## config.mk

```make
export PLATFORM = sky130hd
export DESIGN_NAME = mbbn_lane
export DESIGN_NICKNAME = d
export VERILOG_FILES = /design/src/rtl/core/mesh_bounding_box_normalizer_top_assert.svh /design/src/rtl/core/mbbn_pkg.sv /design/src/rtl/core/mbbn_lane.sv
export SDC_FILE = /design/constraint.sdc
export NUM_CORES = 2
export LEC_CHECK = 0
export BUFFER_PORTS_ARGS = -buffer_cell sky130_fd_sc_hd__buf_2
export CAP_MARGIN = 15
export CORE_MARGIN = 2
export CORE_UTILIZATION = 50
export CTS_CLUSTER_DIAMETER = 40
export DETAILED_ROUTE_END_ITERATION = 8
export PLACE_DENSITY = 0.67
export SLEW_MARGIN = 20
export SYNTH_ARGS = -nofsm -noshare
export SYNTH_HDL_FRONTEND = slang
export SYNTH_SLANG_ARGS = --single-unit
```

## constraint.sdc

```tcl
create_clock -name clk -period 10.4 [get_ports clk]
set_input_delay 1.04 -clock clk [delete_from_list [all_inputs] [get_ports clk]]
set_output_delay 1.04 -clock clk [all_outputs]
set_load 0.02 [all_outputs]
```

## src/rtl/core/mesh_bounding_box_normalizer_top_assert.svh

```systemverilog
// Assertion macros for the bounding box normalizer top level.
// Depends on nothing; included by mesh_bounding_box_normalizer_top.sv.
`ifndef MESH_BOUNDING_BOX_NORMALIZER_TOP_ASSERT_SVH
`define MESH_BOUNDING_BOX_NORMALIZER_TOP_ASSERT_SVH
// implication checked every clock, quiet in reset
`define MBBN_ASSERT_IMPL(label, a, c) \
  label: assert property (@(posedge clk) disable iff (rst) (a) |-> (c)) \
    else $error("assertion failed");
// next-cycle implication
`define MBBN_ASSERT_NEXT(label, a, c) \
  label: assert property (@(posedge clk) disable iff (rst) (a) |=> (c)) \
    else $error("assertion failed");
`endif

```

## src/rtl/core/mbbn_pkg.sv

```systemverilog
// Package for the bounding box normalizer: widths, action codes, lane types.
// No dependencies.
package mbbn_pkg;
  localparam int CW = 32;
  localparam int OW = 31;
  localparam logic [1:0] ACT_CLEAR = 2'd0;
  localparam logic [1:0] ACT_ACCUM = 2'd1;
  localparam logic [1:0] ACT_FINISH = 2'd2;
  localparam logic [1:0] ACT_NORM = 2'd3;
  localparam logic [63:0] HALF_Q30 = 64'd1 << 29;
  localparam logic [63:0] M_MAX = (64'd1 << 33) - 64'd1;
  localparam logic [63:0] R_NUM = (64'd1 << 62) - 64'd1;

  // latched scale parameters shared by all lanes
  typedef struct packed {
    logic [31:0] scale;
    logic [5:0]  sshift;
    logic [5:0]  rshift;
  } scale_t;
endpackage

```

## src/rtl/core/mbbn_lane.sv

```systemverilog
// One axis lane: extent tracking and normalize datapath (2 stages).
// Depends on mbbn_pkg.
module mbbn_lane (
  input  logic                     clk,
  input  logic                     rst,
  input  logic                     clr,
  input  logic                     acc,
  input  logic                     go,
  input  logic signed [mbbn_pkg::CW-1:0] v,
  input  logic signed [mbbn_pkg::CW:0]   mid2,
  input  mbbn_pkg::scale_t         sc,
  output logic signed [mbbn_pkg::CW-1:0] lo,
  output logic signed [mbbn_pkg::CW-1:0] hi,
  output logic [mbbn_pkg::OW-1:0]  res
);
  import mbbn_pkg::*;
  logic [33:0] m1;
  logic        neg1, neg2;
  logic [65:0] prod;
  logic signed [CW+1:0] t;
  logic [CW+1:0] mag;
  logic [63:0] ms, p;

  always_ff @(posedge clk) begin
    if (rst || clr) begin
      lo <= {1'b0, {(CW-1){1'b1}}};
      hi <= {1'b1, {(CW-1){1'b0}}};
    end else if (acc) begin
      if (v < lo) lo <= v;
      if (v > hi) hi <= v;
    end
  end

  always_comb begin
    t = {v[CW-1], v, 1'b0} - {mid2[CW], mid2};
    mag = t[CW+1] ? (~t + 1'b1) : t;
    ms = {{(64-CW-2){1'b0}}, mag} >> sc.rshift;
    if (ms > M_MAX) ms = M_MAX;
  end

  always_ff @(posedge clk) begin
    if (go) begin
      m1 <= ms[33:0];
      neg1 <= t[CW+1];
    end
    prod <= m1 * sc.scale;
    neg2 <= neg1;
  end

  always_comb begin
    p = prod[63:0] >> sc.sshift;
    if (prod[65:64] != 2'd0 && sc.sshift < 6'd2) p = HALF_Q30;
    if (p > HALF_Q30) p = HALF_Q30;
    res = neg2 ? (~p[OW-1:0] + 1'b1) : p[OW-1:0];
  end
endmodule

```

After elaboration in Yosys (flattened, before gate mapping) --
Cells that the tools add are included.
Word-level totals: input port bits 114, logic and storage cells 28, output and inout port bits 95, register bits after elaboration 166
Cells by class: multiplexer cells 4, multiply operators 1, bitwise gates (word level) 2, reduce and logical (&&, ||, !) cells 5, shifts and indexed selects 2, $lt $le $gt $ge 5, add/subtract/negate cells 3
Operators by type and width (number):
- multiplier 34 x 32 -> 66 bit | 1
- > comparator 64 x 30 -> 1 bit (second input constant) | 1
- > comparator 64 x 33 -> 1 bit (second input constant) | 1
- two-way mux 64 bit | 1
- >> shifter 34 x 6 -> 64 bit | 1
- >> shifter 64 x 6 -> 64 bit | 1
- two-way mux 31 bit | 2
- adder 34 x 1 -> 34 bit (second input constant) | 1
- two-way mux 34 bit | 1
- NOT 34 bit | 1
- subtractor 33 x 33 -> 34 bit | 1
- > comparator 32 bit | 1
- less-than comparator 32 bit | 1
- adder 31 x 1 -> 31 bit (second input constant) | 1
- NOT 31 bit | 1
- less-than comparator 6 x 2 -> 1 bit (second input constant) | 1
- AND reduction 2 bit | 2
- nonzero test 2 bit | 1
- logical AND 1 bit | 1
- logical OR 1 bit | 1

Longest topological paths before layout --
word-level depth 8, mapped depth 32, gate-level depth less buffers 30

Worst setup path before layout --
Ideal clock, no wire load.
path type input -> register, from in sc[16] (netlist name), to reg prod[65], arrival 8.774 ns, library setup time 0.072 ns, data required time 10.328 ns, buffers on the path 3, path slack 1.553 ns, cell stages on the path 32, path through clkbuf_1 clkbuf_1 nand2_1 fa_1 inv_1 fa_1 inv_1 fa_1 fa_1 inv_1 fa_1 inv_1 fa_1 inv_1 fa_1 inv_1 fa_1 inv_1 ha_1 clkbuf_1 o21a_1 o21ai_0 nand2_1 a31oi_1 a211o_1 a2111oi_0 o21ai_0 a41oi_1 a21boi_0 o21a_1 o21ai_0 xnor2_1
On the way: word-level cells in the longest chain between the ends 1
RTL lines:
- from (decl) | RTL line mbbn_lane.sv:11 | input mbbn_pkg::scale_t sc,
- multiplier 34 x 32 -> 66 bit | RTL line mbbn_lane.sv:46 | prod <= m1 * sc.scale;
- to (signal assigned) | RTL line mbbn_lane.sv:46
- to (decl) | RTL line mbbn_lane.sv:19 | logic [65:0] prod;
No other way between the ends. A chain may end at the register's enable or synchronous reset.

Final worst setup path --
from in sc[18] (netlist name), to reg prod[65]
The elaborated chain is that of the path after synthesis.

==> key figures <==
Global route
  • Initial antenna violation count: 10
  • Pin count of the biggest net entering global routing: 63
  • Wire length of the first global-routing pass: around 250000 um
  • GR Util All Layers: 0.297
  • Via count of the first global-routing pass: between 40000 and 50000
  • GRT overflow: 0

Yosys
  • Share of the synthesized area in the top cell type: 0.366
  • Post-synth top flop: sky130_fd_sc_hd__dfxtp_1
  • Unique cell type count in the Yosys netlist: 93
  • Cell area after synthesis: 0.0523 mm2
  • Net count after synthesis: roughly 7400
  • Avg Inst Size Synth: approximately 9 um2
  • Cell count after synthesis: 5983
  • Leading cell types by count after synthesis: sky130_fd_sc_hd__inv_1 (1074), sky130_fd_sc_hd__fa_1 (957), sky130_fd_sc_hd__nand2_1 (837)
  • Main area contributors after synthesis: sky130_fd_sc_hd__fa_1 (37%), sky130_fd_sc_hd__ha_1 (8.7%), sky130_fd_sc_hd__inv_1 (7.7%)
  • Share of flip-flops with an asynchronous set or reset: 0
  • Post-synthesis sequential element count: roughly 170
  • Part of the Yosys area used for sequential elements: 0.0702
  • Most frequent cell after synthesis: sky130_fd_sc_hd__inv_1
  • Cell type with the highest aggregate area in the netlist: sky130_fd_sc_hd__fa_1
  • Post-synth EDFFs: 35
  • YS warnings: 0

Setup path
  • Register-to-Register Setup Slack: roughly 1200 ps
  • Capture instance of the worst register-to-register path: prod[65]
  • Critical Path Start Type: primary input
  • Data arrival at the endpoint of the critical path: 9650 ps
  • Req. time, crit path: roughly 11000 ps
  • Stage delay of the slowest cell on the critical path: 590 ps
  • Standard cell with the maximum stage delay on the critical path: sky130_fd_sc_hd__buf_2
  • Number of cell instances on the worst register-to-register path: 29
  • Crit. End Element: flip-flop
  • Critical register-to-register path startpoint: m1[9]
  • Critical path peak fanout: 34
  • Most common cell type on the critical path: sky130_fd_sc_hd__fa_1
  • Type of the worst setup path: primary input to flip-flop

Die
  • Total die area: around 0.11 mm2
  • Die Y: approximately 330 um
  • Area inside the core boundary: approximately 0.10 mm2
  • Starting Density: 0.505
  • Number of placement rows: between 100 and 150
  • I/O pin total: around 210
  • Width of the die: 327 um

Min path
  • Worst hold endpoint: neg2
  • Worst hold start: neg1
  • Class of the worst hold path: flip-flop to flip-flop
  • Number of cells on the worst hold path: 0

Layout
  • Fraction of layout cells with a size suffix above 1: 0.0851
  • Area growth, synth to finish: 5.12%
  • Nets@finish: 7367
  • Post-route cell area: 0.0550 mm2
  • Number of standard cells in the layout, taps in and fillers out: 7330

Placement
  • HPWL after detailed placement: around 130000 um
  • Inst Count DP: 7294
  • Final weighted congestion in routability-driven placement: around 0.97
  • Input/output buffers: ~210
  • Instance area after placement: 0.0544 mm2

Run status
  • Status: finished clean

Timing
  • Normalized max-slew margin: 0.244
  • Final sum of negative setup slack: 0 ps
  • Setup repair after global routing missed its margin: false
  • Time the final worst path needs with I/O delays and setup: 9270 ps
  • Worst clock skew on the final layout: between 20 and 25 ps
  • Final Slew Violations: 0
  • Number of hold-slack violations in the final timing report: 0
  • Total of endpoints with negative setup slack in the final report: 0
  • Post-route fraction of the period consumed by the critical path: 0.891
  • Transition time of the tightest slew-check pin: 1130 ps
  • Maximum achievable frequency: 0.108 GHz
  • Final worst hold slack: 398 ps

Drt
  • Starting DRT DRC Count: ~3300
  • Routed Antenna Nets: 0
  • Post-DR wirelength/cell: between 20 and 25 um
  • Via count: 42720
  • Via density: 5.83
  • DRC: 0
  • Total Wirelength: ~160000 um
  • Pre-antenna DRT Iters: 6

Flow run
  • Number of max-cap violations: 0

Clocking
  • Clk Latency, worst-skew pair: 470 ps
  • Sinks on Clock Net: between 150 and 200
  • Number of gates resized after cts: 0
  • Cts hold-fix bufs: 0
  • Number of buffers inserted during clock tree synthesis: 17
  • Max H-tree Level: 4
  • Clock slew at the register clock pins of the worst setup and hold paths: roughly 70 ps
  • Clock Root Buffer: sky130_fd_sc_hd__clkbuf_16
  • Setup Buffers After CTS: 0
  • Max Root-Sink Buffers: 2
  • Clock tree from TritonCTS: yes
-- flip-flops by register name, indices dropped and copies added, names as in the netlist --
name  flops
lo       32
neg2      1
m1       34
prod     66
neg1      1
hi       32
-- per-layer routing --
metal,GRT usage,part of all wire
met4,0.101,0.036
met5,0,0.00031
met1,0.391,0.40
met3,0.0533,0.075
met2,0.494,0.48
-- cell usage in the layout (no fill, tap or decap), types with 15 or more instances in the layout --
cell type                   count
sky130_fd_sc_hd__ha_1         362
sky130_fd_sc_hd__inv_1       1073
sky130_fd_sc_hd__a211oi_1      38
sky130_fd_sc_hd__o21bai_1      15
sky130_fd_sc_hd__o21a_1        32
sky130_fd_sc_hd__and4_1        15
sky130_fd_sc_hd__mux2i_1      123
sky130_fd_sc_hd__mux4_2        95
sky130_fd_sc_hd__edfxtp_1      35
sky130_fd_sc_hd__clkbuf_16     17
sky130_fd_sc_hd__nor2_1       212
sky130_fd_sc_hd__a31oi_1       28
sky130_fd_sc_hd__dfxtp_1      131
sky130_fd_sc_hd__nand2_1      837
sky130_fd_sc_hd__fa_1         957
sky130_fd_sc_hd__buf_4         81
sky130_fd_sc_hd__a21o_1        80
sky130_fd_sc_hd__nor3_1        62
sky130_fd_sc_hd__xnor2_1       72
sky130_fd_sc_hd__and3_1        27
sky130_fd_sc_hd__or3_1         27
sky130_fd_sc_hd__nor2b_1       17
sky130_fd_sc_hd__mux2_2        44
sky130_fd_sc_hd__and2_1       493
sky130_fd_sc_hd__buf_2        206
sky130_fd_sc_hd__nand2b_1      27
sky130_fd_sc_hd__xor2_1        36
sky130_fd_sc_hd__nand3_1       59
sky130_fd_sc_hd__nand4_1       34
sky130_fd_sc_hd__o21ai_0      131
sky130_fd_sc_hd__o31ai_1       18
sky130_fd_sc_hd__o211ai_1      60
sky130_fd_sc_hd__a21oi_1      159
sky130_fd_sc_hd__o22ai_1       16
sky130_fd_sc_hd__nor4_1        18
-- how the worst max path moves through the flow --
stage | to | startpoint | slack (ps) | depth (start not counted)
after detailed placement | prod[65] | sc[18] | 740 | 30
after CTS | prod[65] | m1[7] | 1160 | 26
after floorplan | prod[65] | sc[16] | 1550 | 32
final | prod[65] | sc[18] | 1130 | 30
after global routing | prod[65] | sc[18] | 490 | 30
after global placement | prod[65] | sc[18] | 790 | 30
-- per-stage QoR --
step            util  setup WS [ps]
5_1_grt        0.531            490
4_1_cts        0.530           1160
3_3_place_gp   0.524            791
2_1_floorplan      -           1550
6_report       0.531           1130
3_5_place_dp   0.524            743
-- layout make-up --
| type | instances | area, um2 |
|---|---|---|
| diodes | 3 | 7.51 |
| fillers | 9585 | 48700 |
| inverters | 1078 | 4050 |
| clock buffers | 18 | 439 |
| multi-input cells | 4381 | 43200 |
| well taps | 1380 | 1730 |
| repair buffers | 290 | 1700 |
| flip-flops and latches | 166 | 3670 |
| clock inverters | 14 | 173 |
-- logic make-up (layout without fill, tap and decap cells) --
kind of cell	Yosys count	in the layout	share of synthesized area
flops	166	166	0.0702
xor+xnor	108	108	0.0181
compound gates	799	799	0.105
fa+ha+maj	1319	1319	0.453
mux	265	265	0.0746
other cells	1	4	0.0000717
simple gates	1889	1889	0.175
buf+inv	1436	1400	0.104
-- critical path, delay by kind of cell --
kind	cells	cell delay, ps
AOI/OAI and AO/OA	12	3210
xor gates and xnor gates	1	140
adders and majority gates	9	4000
buffers and inverters	7	1070
and+or+nand+nor	1	180
Power is not shown: default switching activity piles up to over one toggle a cycle in this logic, so the estimate is an artifact.
