### config.mk
export PLATFORM = sky130hd
export DESIGN_NAME = mbbn_finish
export DESIGN_NICKNAME = d
export VERILOG_FILES = /design/src/rtl/core/mesh_bounding_box_normalizer_top_assert.svh /design/src/rtl/core/mbbn_pkg.sv /design/src/rtl/core/mbbn_finish.sv
export SDC_FILE = /design/constraint.sdc
export NUM_CORES = 2
export LEC_CHECK = 0
export BUFFER_PORTS_ARGS = -buffer_cell sky130_fd_sc_hd__buf_2
export CAP_MARGIN = 5
export CORE_MARGIN = 5
export CORE_UTILIZATION = 66
export DETAILED_ROUTE_END_ITERATION = 12
export MAX_ROUTING_LAYER = met4
export PLACE_DENSITY = 0.93
export SYNTH_ARGS = -nofsm -noshare
export SYNTH_HDL_FRONTEND = slang
export SYNTH_SLANG_ARGS = --single-unit
### constraint.sdc
create_clock -name clk -period 22.5 [get_ports clk]
set_input_delay 1.125 -clock clk [delete_from_list [all_inputs] [get_ports clk]]
set_output_delay 1.125 -clock clk [all_outputs]
set_load 0.02 [all_outputs]
### src/rtl/core/mesh_bounding_box_normalizer_top_assert.svh
// Assertion macros for the bounding box normalizer top level.
// Depends on nothing; included by mesh_bounding_box_normalizer_top.sv.
`ifndef MESH_BOUNDING_BOX_NORMALIZER_TOP_ASSERT_SVH
`define MESH_BOUNDING_BOX_NORMALIZER_TOP_ASSERT_SVH
// implication checked every clock, quiet in reset
`define MBBN_ASSERT_IMPL(label, a, c) \
  label: assert property (@(posedge clk) disable iff (rst) (a) |-> (c)) \
    else $error("assertion failed");
// next-cycle implication
`define MBBN_ASSERT_NEXT(label, a, c) \
  label: assert property (@(posedge clk) disable iff (rst) (a) |=> (c)) \
    else $error("assertion failed");
`endif

### src/rtl/core/mbbn_pkg.sv
// Package for the bounding box normalizer: widths, action codes, lane types.
// No dependencies.
package mbbn_pkg;
  localparam int CW = 32;
  localparam int OW = 31;
  localparam logic [1:0] ACT_CLEAR = 2'd0;
  localparam logic [1:0] ACT_ACCUM = 2'd1;
  localparam logic [1:0] ACT_FINISH = 2'd2;
  localparam logic [1:0] ACT_NORM = 2'd3;
  localparam logic [63:0] HALF_Q30 = 64'd1 << 29;
  localparam logic [63:0] M_MAX = (64'd1 << 33) - 64'd1;
  localparam logic [63:0] R_NUM = (64'd1 << 62) - 64'd1;

  // latched scale parameters shared by all lanes
  typedef struct packed {
    logic [31:0] scale;
    logic [5:0]  sshift;
    logic [5:0]  rshift;
  } scale_t;
endpackage

### src/rtl/core/mbbn_finish.sv
// Finish unit: merges lane extents into centre and scale (iterative sqrt, divide).
// Depends on mbbn_pkg.
module mbbn_finish (
  input  logic clk,
  input  logic rst,
  input  logic start,
  input  logic signed [mbbn_pkg::CW-1:0] lo [3],
  input  logic signed [mbbn_pkg::CW-1:0] hi [3],
  output logic busy,
  output logic done,
  output logic degen,
  output logic signed [mbbn_pkg::CW:0] mid2 [3],
  output mbbn_pkg::scale_t sc
);
  import mbbn_pkg::*;
  localparam logic [2:0] S_IDLE = 3'd0, S_SQ = 3'd1, S_NRM = 3'd2, S_SQRT = 3'd3,
                         S_DIV = 3'd4, S_END = 3'd5;
  logic [2:0] st;
  logic [CW:0] d [3];
  logic [CW:0] maxd;
  logic [5:0] r, k, cnt;
  logic [1:0] ax;
  logic [63:0] s, op, rs, one, rem, q;
  logic [63:0] dt, trial;
  logic [61:0] sq;
  logic bad;

  always_comb begin
    bad = 1'b0;
    maxd = '0;
    for (int i = 0; i < 3; i++) begin
      d[i] = {hi[i][CW-1], hi[i]} - {lo[i][CW-1], lo[i]};
      if (lo[i] > hi[i]) bad = 1'b1;
      if (d[i] > maxd) maxd = d[i];
    end
    r = maxd[CW] ? 6'd2 : (maxd[CW-1] ? 6'd1 : 6'd0);
    dt = {{(63-CW){1'b0}}, d[ax]} >> r;
    // shifted extent is below 2^31, so a 31 x 31 square
    sq = dt[30:0] * dt[30:0];
    trial = rs + one;
  end

  always_ff @(posedge clk) begin
    done <= 1'b0;
    if (rst) begin
      st <= S_IDLE;
      degen <= 1'b1;
      sc <= '0;
      for (int i = 0; i < 3; i++) mid2[i] <= '0;
    end else begin
      case (st)
        S_IDLE: if (start) begin
          if (bad) begin
            degen <= 1'b1; sc <= '0;
            for (int i = 0; i < 3; i++) mid2[i] <= '0;
            st <= S_END;
          end else begin
            s <= '0; ax <= 2'd0; sc.rshift <= r; k <= '0; st <= S_SQ;
          end
        end
        S_SQ: begin
          s <= s + {2'b00, sq};
          if (ax == 2'd2) st <= S_NRM;
          ax <= ax + 2'd1;
        end
        S_NRM: begin
          if (s == 64'd0) begin
            degen <= 1'b1; sc <= '0;
            for (int i = 0; i < 3; i++) mid2[i] <= '0;
            st <= S_END;
          end else if (s < (64'd1 << 62)) begin
            s <= s << 2; k <= k + 6'd1;
          end else begin
            op <= s; rs <= '0; one <= 64'd1 << 62; st <= S_SQRT;
          end
        end
        S_SQRT: begin
          if (op >= trial) begin
            op <= op - trial; rs <= (rs >> 1) + one;
          end else rs <= rs >> 1;
          one <= one >> 2;
          if (one[0]) begin
            st <= S_DIV; rem <= '0; q <= '0; cnt <= 6'd62;
          end
        end
        S_DIV: begin
          if ({rem[62:0], R_NUM[cnt]} >= {32'd0, rs[31:0]}) begin
            rem <= {rem[62:0], R_NUM[cnt]} - {32'd0, rs[31:0]};
            q <= {q[62:0], 1'b1};
          end else begin
            rem <= {rem[62:0], R_NUM[cnt]};
            q <= {q[62:0], 1'b0};
          end
          if (cnt == 6'd0) begin
            st <= S_END; degen <= 1'b0;
            sc.sshift <= 6'd33 - k;
            for (int i = 0; i < 3; i++) mid2[i] <= {lo[i][CW-1], lo[i]} + {hi[i][CW-1], hi[i]};
          end
          cnt <= cnt - 6'd1;
        end
        S_END: begin
          if (!degen) sc.scale <= q[31:0];
          done <= 1'b1; st <= S_IDLE;
        end
        default: st <= S_IDLE;
      endcase
    end
  end
  assign busy = (st != S_IDLE);
endmodule
; ---- Word-level counts from Yosys, hierarchy flattened
; Memory sizes are Yosys's and may differ from the RTL's. A register that Yosys moved wholly into a read port is not among the register bits.
; Cells that the tools add are included.
[totals]
regBits = 513
rom_bits = 64
input_bits = 195
word_cells = 161
n_memories = 1
[memory_table]
columns = memory, depth, width, read_ports, rd_clocked_by_memory_dff, wr, line
row1 = (name not given), 64, 1, 1, 1, 0, mbbn_finish.sv:91  ; rem <= {rem[62:0], R_NUM[cnt]};
[classes]
addsub = 15
multipliers = 1
magnitude_cmp = 11
eq_ne = 19
shifts = 1
mux = 72
n_bitwise = 2
n_reduce_logical = 21
[op_table]
columns = op, n
row1 = 64-bit two-way mux, 12
row2 = 99-bit two-way mux, 4
row3 = 64-bit one-hot mux with 2 select lines, 3
row4 = 99-bit one-hot mux with 3 select lines, 1
row5 = 64-bit one-hot mux with 3 select lines, 1
row6 = 33-bit two-way mux, 5
row7 = 63-bit two-way mux, 2
row8 = 63-bit one-hot mux with 2 select lines, 1
row9 = 32-bit by 32-bit adder with 33-bit output, 3
row10 = 32-bit by 32-bit subtractor with 33-bit output, 3
row11 = 32-bit greater-than comparator, 3
row12 = 32-bit one-hot mux with 3 select lines, 1
row13 = 44-bit two-way mux, 2
row14 = 33-bit binary-select mux with 2-bit select, 1
row15 = 33-bit greater-than comparator, 2
row16 = 63-bit by 64-bit adder with 64-bit output, 1
row17 = 64-bit by 62-bit adder with 64-bit output, 1
row18 = 64-bit adder, 1
row19 = 64-bit by 32-bit >= comparator with 1-bit output, 1
row20 = 64-bit >= comparator, 1
row21 = 64-bit zero test, 1
row22 = 64-bit by 63-bit less-than comparator with 1-bit output (second input constant), 1
row23 = 32-bit one-hot mux with 2 select lines, 1
row24 = 64-bit subtractor, 1
row25 = other kinds (37), 89

; ---- Logic depth before layout (Yosys ltp)
[logic_depth]
word_depth = 13
depth_mapped = 70
mapped_depth_nobuf = 65

; ---- Least setup slack after synthesis
; OpenSTA, ideal clock, no wires.
[synth_path]
path_type = input to register
from = input lo[36] (netlist bit)
to = register s[58] (data pin)
t_arrival_ns = 14.979
slack_ns = 7.260
stages = 64
path_buffers = 7
path_cell_list = inv_1 -> ha_1 -> buf_2 -> a21o_1 -> or3_1 -> o21bai_1 -> and2_1 -> o211ai_1 -> a21boi_0 -> o21ai_0 -> a21oi_1 -> xnor2_1 -> ha_1 -> nand4_1 -> nor4_1 -> a22oi_1 -> o211ai_1 -> a221oi_1 -> [28 not listed] -> fa_1 -> fa_1 -> fa_1 -> fa_1 -> ha_1 -> clkbuf_1 -> a21o_1 -> a21o_1 -> a21oi_1 -> nand2b_1 -> a211oi_1 -> or3_1 -> o31ai_1 -> a31oi_1 -> o21a_1 -> o311ai_1 -> mux2i_1 -> a221o_1
[synth_between]
elab_chain_len = 11
[synth_lines]
columns = element, line
row1 = start: declaration, mbbn_finish.sv:7  ; input logic signed [mbbn_pkg::CW-1:0] lo [3],
row2 = 32-bit by 32-bit subtractor with 33-bit output (*), mbbn_finish.sv:32  ; d[i] = {hi[i][CW-1], hi[i]} - {lo[i][CW-1], lo[i]};
row3 = 33-bit greater-than comparator, mbbn_finish.sv:34  ; if (d[i] > maxd) maxd = d[i];
row4 = 33-bit two-way mux, mbbn_finish.sv:34
row5 = 33-bit greater-than comparator, mbbn_finish.sv:34
row6 = 33-bit two-way mux, mbbn_finish.sv:34
row7 = 1-bit two-way mux, mbbn_finish.sv:36  ; r = maxd[CW] ? 6'd2 : (maxd[CW-1] ? 6'd1 : 6'd0);
row8 = 2-bit two-way mux, mbbn_finish.sv:36
row9 = 33-bit by 2-bit right shift with 31-bit output (*), mbbn_finish.sv:37  ; dt = {{(63-CW){1'b0}}, d[ax]} >> r;
row10 = 31-bit by 31-bit multiplier with 62-bit output (*), mbbn_finish.sv:39  ; sq = dt[30:0] * dt[30:0];
row11 = 64-bit by 62-bit adder with 64-bit output (*), mbbn_finish.sv:62  ; s <= s + {2'b00, sq};
row12 = 64-bit one-hot mux with 3 select lines (*), mbbn_finish.sv:51  ; case (st)
row13 = end signal: assignment, mbbn_finish.sv:62
row14 = end signal: assignment, mbbn_finish.sv:72  ; s <= s << 2; k <= k + 6'd1;
row15 = end: declaration, mbbn_finish.sv:23  ; logic [63:0] s, op, rs, one, rem, q;
; Mark *: on every way between the ends. The rest lies on a longest branch, timed or not. The select of a mux whose other input is x is not followed.
; A chain may end at the register's enable or synchronous reset.

; ---- Worst setup path after layout
[layout_path]
from = input lo[64] (netlist bit)
to = register s[60] (data pin)
[layout_between]
elab_chain_len = 13
[layout_lines]
columns = element, line
row1 = 32-bit by 32-bit subtractor with 33-bit output (*), mbbn_finish.sv:32
row2 = 33-bit by 1-bit greater-than comparator with 1-bit output, mbbn_finish.sv:34
row3 = 33-bit two-way mux, mbbn_finish.sv:34
row4 = 33-bit greater-than comparator, mbbn_finish.sv:34
row5 = 33-bit two-way mux, mbbn_finish.sv:34
row6 = 33-bit greater-than comparator, mbbn_finish.sv:34
row7 = 33-bit two-way mux, mbbn_finish.sv:34
row8 = 1-bit two-way mux, mbbn_finish.sv:36
row9 = 2-bit two-way mux, mbbn_finish.sv:36
row10 = 33-bit by 2-bit right shift with 31-bit output (*), mbbn_finish.sv:37
row11 = 31-bit by 31-bit multiplier with 62-bit output (*), mbbn_finish.sv:39
row12 = 64-bit by 62-bit adder with 64-bit output (*), mbbn_finish.sv:62
row13 = 64-bit one-hot mux with 3 select lines (*), mbbn_finish.sv:51
; Marks and branches as above.

==> summary.txt <==
Critical path
  – Critical path class: in -> reg
  – Setup crit end kind: flop
  – Worst path slowest cell: inv_1
  – Crit-path max FO: 42
  – WP data required: between 20 and 25 ns
  – CP peak stage delay: between 0.9 and 1 ns
  – Critical Path AT: between 15 and 20 ns
  – Startpoint Class: input pin
  – Most Frequent Cell on Critical Path: fa_1
  – Reg2reg path depth: 33

Clock tree
  – CTS tree: done
  – Hold Buf Count CTS: 0
  – CTS resizes: 0
  – Num CTS Buffers: between 50 and 60
  – Root buf cell: clkbuf_16
  – CTS Buffer Depth: 3
  – H-tree levels: 2
  – Postcts setup bufs: 0
  – Clk slew on worst S/H paths: ~0.06 ns
  – Clk_lat worst skew: 0.72 ns
  – CTS Sinks: roughly 480

Final layout
  – Share of cells above drive strength 1: under 10%
  – Nets: slightly below 10,000
  – Layout Area Growth over Synthesis: 6.14%
  – Register area: 12,900 µm²
  – Filler cells: approximately 7,700
  – Multi-input logic area: ~51,000 µm²

Placed design
  – Post-detail-place hpwl: ~170 mm
  – GP Congestion: 1.06
  – Place WS: about 4.0 ns
  – # port buffers: about 340

Run
  – Max Cap Viol: 0

Hold path
  – Worst min path class: reg -> reg
  – Hold Path Cell Cnt: 2

STA
  – Fin crit period: about 18 ns
  – Max Slew Vio Count: 0
  – RSZ-0062 raised after global routing: false
  – Setup Skew: 0.0728 ns
  – Slew Limit Headroom: 16.3%
  – Worst-Margin Slew: between 1 and 1.5 ns
  – Final Cycle Share: between 80% and 90%
  – Setup TNS Final: 0 ns
  – Final hold violation count: 0
  – FMAX: roughly 54 MHz
  – Final setup vio count: 0
  – Worst Setup Slack, final: 4.05 ns

Logic synthesis
  – Post-Syn Area: 70,100 µm²
  – Synth area leader: fa_1
  – Synth async-reset ratio: 0%
  – Mean post-synth cell area: about 8.6 µm²
  – Most used DFF post-synth: edfxtp_1
  – Netlist cell types: 103
  – Synth cell count leaders: 1,126 x inv_1, 813 x fa_1, 803 x nand2_1, 794 x nor2_1, 691 x ha_1
  – Top-count cell post-synth: inv_1
  – Seq/Total Area, Yosys: a little under a fifth
  – Top post-synthesis cells by area: fa_1 23%, edfxtp_1 14%, ha_1 12%
  – YS warnings: 0
  – Synth top area share: around 23%
  – Cells after synthesis: 8,116
  – Register bit total from synthesis: about 480
  – Post-synth EDFFs: around 330

Route
  – DRT Wirelength: between 200 and 250 mm
  – DR pass1 iterations: 10
  – Final antenna-violating net count: 0
  – Wirelength per Cell: between 20 and 25 µm
  – Via-to-Cell Ratio: between 6 and 7
  – Drt initial violations: roughly 6,700
  – # DRC: 0
  – Via total after detailed routing: between 60,000 and 70,000

GRT
  – Initial antenna violation count: 31
  – Grt ovf: 0
  – GRT Overall Usage: between 40% and 50%
  – Pin count of the biggest net entering global routing: 97
  – Vias in the first global route: about 64,000
  – First-pass GRT wire length: 346 mm

Floorplanning
  – Initial Utilization: around 67%
  – Ports: 341
  – Area of the die: around 110,000 µm²
  – Die W: roughly 340 µm
  – Core area: between 100,000 and 150,000 µm²
  – Std-Cell Rows: approximately 120
  – Die Ht: 336 µm

Outcome
  – Status: completed
## path summary, 6_finish.rpt
kind,to,slack [ns],from
min,mid2[57],0.45,mid2[57]
min reg2reg,mid2[57],0.45,mid2[57]
max reg2reg,s[60],9.79,ax[1]
max,s[60],4.05,lo[64]
## cells by family (layout without fill, tap and decap cells)
logic type / after synthesis / count (layout) / share of synthesized area [%]
AO/OA/AOI/OAI: 1693 / 1693 / 15.1
adder cells (fa/ha/maj): 1504 / 1504 / 35.5
flip-flops: 478 / 478 / 18.4
buffers and inverters: 1529 / 1652 / 8.56
multiplexers: 86 / 86 / 1.40
other: 1 / 36 / 0.00535
AND/OR/NAND/NOR: 2344 / 2344 / 15.0
XOR/XNOR: 481 / 481 / 6.01
## sequential cells by signal (all words and copies together), names as in the netlist, named ones only
register,count
rs,64
ax,2
s,64
mid2,99
cnt,6
k,6
done,1
sc,40
degen,1
one,32
op,64
q,32
rem,63
st,3
## critical path: cells and delay by family
kind                       cells  cell delay (ns)
AOI/OAI and AO/OA             28             7.03
and+or+nand+nor               10             2.03
xor gates and xnor gates       2             0.37
buffers and inverters          7             1.87
adders and majority gates     13             5.76
muxes                          1             0.61
## cell type report
| type | instances | area share [%] |
|---|---|---|
| multi-input combinational | 6112 | 69.0 |
| timing repair buffer | 399 | 2.90 |
| clock inverter | 43 | 0.618 |
| antenna | 32 | 0.108 |
| sequential | 478 | 17.3 |
| inverter | 1149 | 5.80 |
| tap | 1391 | 2.34 |
| clock buffer | 61 | 1.92 |
## routing by layer
metal,track usage [%],routed length [µm],up-vias
met5,-,0,-
met4,26.3,19100,0
met3,10.4,25100,1204
met2,63.0,102000,3984
met1,45.8,78500,29800
li1,-,-,27200
## per-stage QoR
stage	hold slack (ns)	cell area (µm²)	std cells	utilization, %
after detailed placement	0.443	72500	9529	68.8
after CTS	0.454	74400	9633	70.5
after global routing	0.487	74400	9662	70.6
after floorplan	0.478	70200	8119	-
after global placement	0.437	72500	9529	68.8
final	0.453	74400	9665	70.6
## cells in the final DEF (no fill, tap or decap), types with 75 or more instances in the layout
cell type,count
dfxtp_1,145
buf_2,335
nand2_1,801
nand3_1,90
a21oi_1,518
nor2_1,789
o21ai_0,385
xor2_1,193
a21o_1,187
edfxtp_1,333
a31oi_1,95
nor3_1,142
o21bai_1,75
inv_1,1125
fa_1,813
ha_1,691
xnor2_1,288
Power is left out: the tool's default activity adds up to more than one toggle a clock period on the data nets, which glitch-free logic cannot reach.
